--- src/rtl/histogram_statistics_8bit_core_assert.svh ---
// Assertion macros for the histogram statistics block.
`ifndef HISTOGRAM_STATISTICS_8BIT_CORE_ASSERT_SVH
`define HISTOGRAM_STATISTICS_8BIT_CORE_ASSERT_SVH

// Antecedent implies consequent in the same cycle.
`define HS_ASSERT_IMP(lbl, a, b) \
    lbl: assert property (@(posedge clk) disable iff (!rst_n) (a) |-> (b)) \
        else $error("hs assertion failed");

// Antecedent implies consequent in the next cycle.
`define HS_ASSERT_NXT(lbl, a, b) \
    lbl: assert property (@(posedge clk) disable iff (!rst_n) (a) |=> (b)) \
        else $error("hs assertion failed");

// Condition never holds.
`define HS_ASSERT_NEVER(lbl, c) \
    lbl: assert property (@(posedge clk) disable iff (!rst_n) !(c)) \
        else $error("hs assertion failed");

`endif

--- src/rtl/hs_pkg.sv ---
package hs_pkg;

    localparam int BINS            = 256;
    localparam int ADDR_W          = 8;
    localparam int COUNT_WIDTH_DEF = 20;
    localparam int MEAN_MAX        = 65280;
    localparam int S2Q_MAX         = 65025;
    localparam int SIGMA_MAX       = 32640;
    localparam int MEDIAN_NONE     = 255;

    typedef enum logic [3:0] {
        ST_IDLE,
        ST_INC,
        ST_WRD,
        ST_WACC,
        ST_MEAN_GO,
        ST_MEAN_WAIT,
        ST_S2_GO,
        ST_S2_WAIT,
        ST_FRAC_GO,
        ST_FRAC_WAIT,
        ST_VAR,
        ST_SQRT,
        ST_FINISH
    } hs_state_t;

endpackage

--- src/rtl/hs_div.sv ---
module hs_div
    import hs_pkg::*;
#(
    parameter int DW = COUNT_WIDTH_DEF + 24,
    parameter int VW = COUNT_WIDTH_DEF
)
(
    input  logic          clk,
    input  logic          rst_n,
    input  logic          start,
    input  logic [DW-1:0] dividend,
    input  logic [VW-1:0] divisor,
    output logic          done,
    output logic [DW-1:0] quot,
    output logic [VW-1:0] rem
);

    localparam int CW = $clog2(DW + 1);

    logic          busy_reg;
    logic [CW-1:0] cnt_reg;
    logic [DW-1:0] dq_reg;
    logic [VW-1:0] rem_reg;
    logic [VW:0]   trial;
    logic          ge;

    // one quotient bit per cycle, restoring
    assign trial = {rem_reg, dq_reg[DW-1]};
    assign ge    = trial >= {1'b0, divisor};
    assign done  = busy_reg && (cnt_reg == '0);
    assign quot  = dq_reg;
    assign rem   = rem_reg;

    always_ff @(posedge clk or negedge rst_n)
    begin
        if (!rst_n)
        begin
            busy_reg <= 1'b0;
            cnt_reg  <= '0;
        end
        else if (start)
        begin
            busy_reg <= 1'b1;
            cnt_reg  <= CW'(DW);
        end
        else if (done)
        begin
            busy_reg <= 1'b0;
        end
        else if (busy_reg)
        begin
            cnt_reg <= cnt_reg - 1'b1;
        end
    end

    always_ff @(posedge clk)
    begin
        if (start)
        begin
            dq_reg  <= dividend;
            rem_reg <= '0;
        end
        else if (busy_reg && (cnt_reg != '0))
        begin
            rem_reg <= ge ? VW'(trial - {1'b0, divisor}) : trial[VW-1:0];
            dq_reg  <= {dq_reg[DW-2:0], ge};
        end
    end

endmodule

--- config.mk ---
export PLATFORM = sky130hd
export DESIGN_NAME = hs_div
export DESIGN_NICKNAME = d
export VERILOG_FILES = /design/src/rtl/histogram_statistics_8bit_core_assert.svh /design/src/rtl/hs_pkg.sv /design/src/rtl/hs_div.sv
export SDC_FILE = /design/constraint.sdc
export NUM_CORES = 1
export LEC_CHECK = 0
export BUFFER_PORTS_ARGS = -buffer_cell sky130_fd_sc_hd__buf_2
export CORE_AREA = 3 3 103 105
export CTS_BUF_LIST = sky130_fd_sc_hd__clkbuf_2
export DETAILED_ROUTE_END_ITERATION = 12
export DIE_AREA = 0 0 106 108
export PLACE_DENSITY = 0.7
export SETUP_SLACK_MARGIN = 0.3
export SYNTH_ARGS = -nofsm -noshare
export SYNTH_HDL_FRONTEND = slang
export SYNTH_SLANG_ARGS = --single-unit
--- constraint.sdc ---
create_clock -name clk -period 3.3 [get_ports clk]
set_clock_uncertainty 0.1 [all_clocks]
set_input_delay 0.495 -clock clk [delete_from_list [all_inputs] [get_ports clk]]
set_output_delay 0.495 -clock clk [all_outputs]
set_load 0.02 [all_outputs]
==> results of run 1 <==
## metrics by stage
step / setup WS, ns / power, mW
finish: 0.504 / 3.61
CTS: 0.505 / 3.62
detailed placement: 0.262 / 3.13
floorplan: 0.591 / 2.67
global route: 0.312 / 3.86
global placement: 0.379 / 3.08
## cell usage in the layout, fill, tap and decap left out, drive strengths merged, types with 5 or more instances in the layout
cell type  synthesis  layout
edfxtp            44      44
mux2i             11      11
and3               8       8
ha                21      21
buf                5     140
a311oi             5       5
clkbuf            17       9
a21oi             21      21
inv               26      26
dfrtp              7       7
mux2              45      45
o21ai             15      15
a211oi            11      11
xnor2             11      11
nor2              28      28
a31oi              7       7
nand2b             7       7
a21o               8       8
nor2b              6       6
nor3               8       8
dfxtp             20      20
nand3             14      14
nand2             20      20
## repair_timing
item,in CTS,in global routing
resized for setup,0,0
hold buffers,1,0
hold endpoints to repair,7,0
## synth_stat cells, types with 4 or more instances
cell | n | share of area
clkbuf_1 | 17 | 0.015
a311oi_1 | 5 | 0.010
inv_1 | 26 | 0.022
xor2_1 | 4 | 0.0080
o21ai_0 | 13 | 0.015
nand2_1 | 20 | 0.017
mux2_2 | 45 | 0.12
dfxtp_1 | 20 | 0.092
ha_1 | 21 | 0.060
nor2_1 | 28 | 0.024
nor2b_1 | 6 | 0.0086
and3_1 | 8 | 0.011
nand3_1 | 14 | 0.016
a21o_1 | 6 | 0.010
dfrtp_1 | 7 | 0.040
a211oi_1 | 11 | 0.019
mux2i_1 | 11 | 0.025
a21oi_1 | 20 | 0.023
a31oi_1 | 6 | 0.0086
o21a_1 | 4 | 0.0069
nand4_1 | 4 | 0.0057
xnor2_1 | 11 | 0.022
edfxtp_1 | 44 | 0.30
nand2b_1 | 7 | 0.010
nor3_1 | 7 | 0.0080
## routing by layer
metal	wire, um	global-route usage
met1	4690	0.243
met2	5350	0.310
met3	587	0.0322
met4	174	0.0620
met5	0	0
## area by class of cell
type / instances / area (um^2)
well taps: 133 / 166
inverters: 27 / 101
clock inverters: 6 / 62.6
fillers: 918 / 4460
multi-input cells: 295 / 2250
repair buffers: 141 / 746
flip-flops and latches: 71 / 1900
clock buffers: 9 / 45.0
## cell families after synthesis
group | synth area share
buffers and inverters | 0.0500
adders and majority gates | 0.0649
AOI/OAI and AO/OA | 0.157
DFF | 0.435
xor gates and xnor gates | 0.0302
and+or+nand+nor | 0.121
muxes | 0.142
## critical path: cells and delay by family, from the launching register on
family                     cells  cell delay [ns]
AOI/OAI and AO/OA              6             1.29
buffers and inverters          2             0.41
DFF                            1             0.39
adders and majority gates      1             0.35
and+or+nand+nor                1             0.20
## worst max-delay path by stage
stage | startpoint | endpoint | slack [ns] | cells past startpoint
final | rem[5] | rem[13] | 0.50 | 10
after global routing | rem[1] | rem[15] | 0.31 | 9
after CTS | rem[1] | rem[15] | 0.51 | 9
after detailed placement | divisor[6] | rem[10] | 0.26 | 11
after global placement | divisor[6] | rem[14] | 0.38 | 11
after floorplan | divisor[6] | rem[0] | 0.59 | 10
## where the power goes
part / total [mW] / switching [mW] / internal, mW / leakage [nW]
sequential: 1.27 / 0.147 / 1.12 / 0.707
combinational: 1.86 / 1.06 / 0.801 / 1.67
clock: 0.487 / 0.320 / 0.168 / 0.0614
total: 3.61 / 1.52 / 2.09 / 2.44
==> impl_metrics.ini, run 1 <==
[run_status]
status = finished, final reports clean

[cells_and_area]
diodes = 0
fin_nets = 634
largest_register_ffs = 44
final_cells = 682
fin_area_um2 = 5270
synthToLayoutAreaGrowth_pct = 20.9
utilization = 0.542
drive_above_1_share = 0.384

[drt]
vias = 3686
drc = 0
drtPass1Iterations = 4
wl_um = 10800
drtIter0Drc = 222
drtAntennaViolNets = 0
vias_per_cell = 5.40
routedWlPerCell_um = 15.8

[sta]
rsz0062_at_grt = false
tightest_slew_ns = 0.744
hold_violations = 0
fin_setup_tns_ns = 0
fin_crit_sh = 0.847
fmax_mhz = 358
setup_viol = 0
hold_ws_ns = 0.147
drv_slew = 0
fin_crit_ns = 2.80
relSlewSlack = 0.504

[critical_path]
cp-start-kind = flop
cp-end-kind = flop
r2r-end = rem[13]
path_cells = ha_1, a21o_1, nor3_1, a21oi_2, a211o_1, a31oi_4, buf_4, buf_4, a31oi_1, o22ai_1
critPathMostFrequentCell = buf_4
r2r_cells = 10
cp_slowest_cell = dfxtp_1
critPathRequiredTime_ns = 3.66
worst_ep_arrival_time_ns = 3.15
rrSetupSlack_ns = 0.50
slowest_delay_ns = 0.39
critPathKind = reg -> reg
path_max_fanout = 11
rr_startpoint = rem[5]

[clock_network]
cts_root_buf = clkbuf_2
cts_tree = built
cts_made_buffers = 9
post_cts_buffers = 0
cts.sinks = 71
ctsHtreeMaxLevel = 3
insertion_delay_ns = 0.52
max-clock-path-buffers = 2
path_clk_slew_ns = 0.23

[floorplanning]
num_io_pins = 132
core_area_um2 = 9730
die_width_um = 106
start_util = 0.448
rows = 36
fp.dieH_um = 108
die_area_um2 = 11400

[yosys]
async_reset_ff_frac = 0.0986
ys_seq_elements = 71
synth_edf_count = 44
ys_warn_count = 0
synth_fp_nets = 504
seq_area_frac_synth = 0.435
avgSynthCellArea_um2 = 10.5
synth_ff_type = edfxtp_1
synthCells = 415
yosys.cell_types.count = 59
mappedNetlistArea_um2 = 4360

[placement]
dp_hpwl_um = 8030
place_inst = 666
placed_cell_area_um2 = 5150
routabilityCongestion = 0.896
numPortBuffers = 131

[power]
power.density_nw_per_um2 = 686
p_leak_nw = 2.44
vdd_drop_max_v = 0.000257

[hold_path]
min_to = quot[15]
hold_class = in -> reg
min-delay-start = dividend[15]
hold_depth = 2

[grt]
grt_max_degree = 60
antenna_found_initial = 0
grt_pass1_vias = 3468
grt.total_usage = 0.184
grt-ovfl-total = 0
grt_pass1_wl_um = 16900

[job]
maxCapViolCount = 0
(Power assumes the default switching activity.)
==> inputs of run 2 (changes only) <==
--- a/config.mk
+++ b/config.mk
@@ -5,12 +5,13 @@
 export SDC_FILE = /design/constraint.sdc
 export NUM_CORES = 1
 export LEC_CHECK = 0
+export ABC_AREA = 1
 export BUFFER_PORTS_ARGS = -buffer_cell sky130_fd_sc_hd__buf_2
-export CORE_AREA = 3 3 103 105
+export CORE_AREA = 3 3 106 108
 export CTS_BUF_LIST = sky130_fd_sc_hd__clkbuf_2
 export DETAILED_ROUTE_END_ITERATION = 12
-export DIE_AREA = 0 0 106 108
-export PLACE_DENSITY = 0.7
+export DIE_AREA = 0 0 109 111
+export PLACE_DENSITY = 0.72
 export SETUP_SLACK_MARGIN = 0.3
 export SYNTH_ARGS = -nofsm -noshare
 export SYNTH_HDL_FRONTEND = slang
==> constraint.sdc (replaced) <==
create_clock -name clk -period 2.4 [get_ports clk]
set_clock_uncertainty 0.1 [all_clocks]
set_input_delay 0.36 -clock clk [delete_from_list [all_inputs] [get_ports clk]]
set_output_delay 0.36 -clock clk [all_outputs]
set_load 0.02 [all_outputs]
==> impl_metrics.ini, run 2 <==
[yosys]
ys_seq_elements = 71
synthTopCellsByArea = edfxtp_1 (29%), nand2_1 (22%), dfxtp_1 (8.7%)
yosys.cell_types.count = 36
seq_area_frac_synth = 0.412
synth_ff_type = edfxtp_1
ys_warn_count = 0
synth_top_cell_by_area = edfxtp_1
synth_edf_count = 44
mappedNetlistArea_um2 = 4600
avgSynthCellArea_um2 = 7.08
async_reset_ff_frac = 0.0986
synth_top_cell_area_share = 0.287
synth.most_common_cell = nand2_1
synthCells = 650
synthTopCellsByCount = nand2_1 (275), inv_1 (95), nand3_1 (58)
synth_fp_nets = 739

[hold_path]
hold_class = in -> async

[sta]
fmax_mhz = 474
fin_setup_tns_ns = 0
setup_viol = 0
relSlewSlack = 0.713
fin_crit_sh = 0.880
rsz0062_at_grt = true
drv_slew = 0
fin_crit_ns = 2.11
hold_violations = 0
tightest_slew_ns = 0.431

[grt]
grt_pass1_vias = 4761
grt.total_usage = 0.225
grt_max_degree = 45
grt-ovfl-total = 0
antenna_found_initial = 0
grt_pass1_wl_um = 22000

[clock_network]
ctsHtreeMaxLevel = 3
cts_root_buf = clkbuf_2
max-clock-path-buffers = 2
insertion_delay_ns = 0.57
path_clk_slew_ns = 0.22
cts.sinks = 71
cts_made_buffers = 9
cts_tree = built

[cells_and_area]
diodes = 0
layout_common_cells = nand2_1 (270), buf_2 (130), inv_1 (89)
fin_area_um2 = 6390
layout_commonest_cell = nand2_1
largest_register_ffs = 44
fin_nets = 928
drive_above_1_share = 0.287
synthToLayoutAreaGrowth_pct = 38.9

[power]
vdd_drop_max_v = 0.000298
p_leak_nw = 3.41
power.density_nw_per_um2 = 841

[run_status]
status = finished, final reports clean

[drt]
top_layer = met4
drtIter0Drc = 353
drt-met1-wl_um = 5850
drc = 0
routedWlPerCell_um = 14.1
wl_um = 13800
vias_per_cell = 4.92
wl_met3_um = 549
drtAntennaViolNets = 0
wl_met2_um = 7060
drtPass1Iterations = 5
vias = 4825

[critical_path]
cp-start-kind = flop
worst_ep_arrival_time_ns = 1.65
rrSetupSlack_ns = 0.36
rr_startpoint = rem[1]
r2r-end = rem[6]
critPathKind = reg -> out
path_max_fanout = 3
r2r_cells = 13
critPathRequiredTime_ns = 1.94
cp-end-kind = primary output

[floorplanning]
num_io_pins = 132
die_area_um2 = 12100
core_area_um2 = 10300
start_util = 0.446
fp.dieH_um = 111
die_width_um = 109
rows = 37

[placement]
placed_cell_area_um2 = 5430
dp_hpwl_um = 9550
routabilityCongestion = 0.941
numPortBuffers = 131

[job]
maxCapViolCount = 0
-- run 2: cell types whose count changed in the layout (fill, tap and decap cells not counted), moves of 14 or more --
cell	previous run	this run
nand2_1	19	270
inv_1	26	89
mux2_2	45	0
nand3_1	14	57
dlygate4sd3_1	1	43
ha_1	21	3
dfxtp_1	20	3
ha_4	0	16
dfxtp_2	0	14
-- run 2: layout make-up --
| type | count | area [um^2] |
|---|---|---|
| fill | 907 | 3930 |
| multi-input combinational | 460 | 2470 |
| sequential | 71 | 1930 |
| timing repair buffer | 198 | 1320 |
| inverter | 99 | 372 |
| tap | 136 | 170 |
| clock inverter | 7 | 96.3 |
| clock buffer | 9 | 45.0 |
-- run 2: power by group --
part	switching, mW	leakage, nW	total (mW)	internal [mW]
Clock	0.496	0.0862	0.845	0.349
Combinational	1.64	2.59	2.82	1.17
Sequential	0.176	0.732	1.71	1.54
Total	2.31	3.41	5.37	3.06
-- run 2: cell families after synthesis --
group,Yosys count,share of synthesized area
fa+ha+maj,22,0.0615
xor+xnor,8,0.0152
compound gates,36,0.0424
simple gates,394,0.362
buf+inv,119,0.107
flops,71,0.412
-- run 2: how the worst max path moves through the flow --
| stage | startpoint | endpoint | slack (ns) |
|---|---|---|---|
| after floorplan | quot[43] | rem[14] | 0.35 |
| after global placement | divisor[9] | rem[17] | 0.18 |
| after detailed placement | divisor[9] | rem[18] | 0.13 |
| after CTS | cnt_reg[0] | done | 0.25 |
| after global routing | cnt_reg[2] | done | 0.21 |
| final | cnt_reg[2] | done | 0.29 |
-- run 2: metrics by stage --
step,utilization,hold WS (ns),setup WS [ns],cells,total power [mW]
6_report,0.619,0.0195,0.288,980,5.37
3_5_place_dp,0.526,0.103,0.131,910,4.09
2_1_floorplan,-,-0.0356,0.355,650,3.44
3_3_place_gp,0.526,0.0980,0.183,910,4.04
4_1_cts,0.587,0.00826,0.246,969,5.02
5_1_grt,0.619,0.0196,0.208,980,5.77
-- run 2: layer usage --
layer  GRT usage  up-vias
li1            -     2416
met1       0.273     2245
met2       0.393      134
met3      0.0291       30
met4      0.0960        0
met5           0        -
-- run 2: timing repair --
action / 4_1_cts / 5_1_grt
hold buffers: 43 / 0
gates cloned: 0 / 0
gates resized for setup: 8 / 64
pin swaps: 0 / 3
setup buffers: 0 / 11
endpoints found under the setup margin: 8 / 53
endpoints found under the hold margin: 49 / 0
-- run 2: worst max-delay path, cell delays in order (launching register included) --
cell and delay (ns):
dfrtp_1 0.44, or2_1 0.24, inv_2 0.06, nand4_1 0.09
nor2_1 0.12, buf_4 0.15
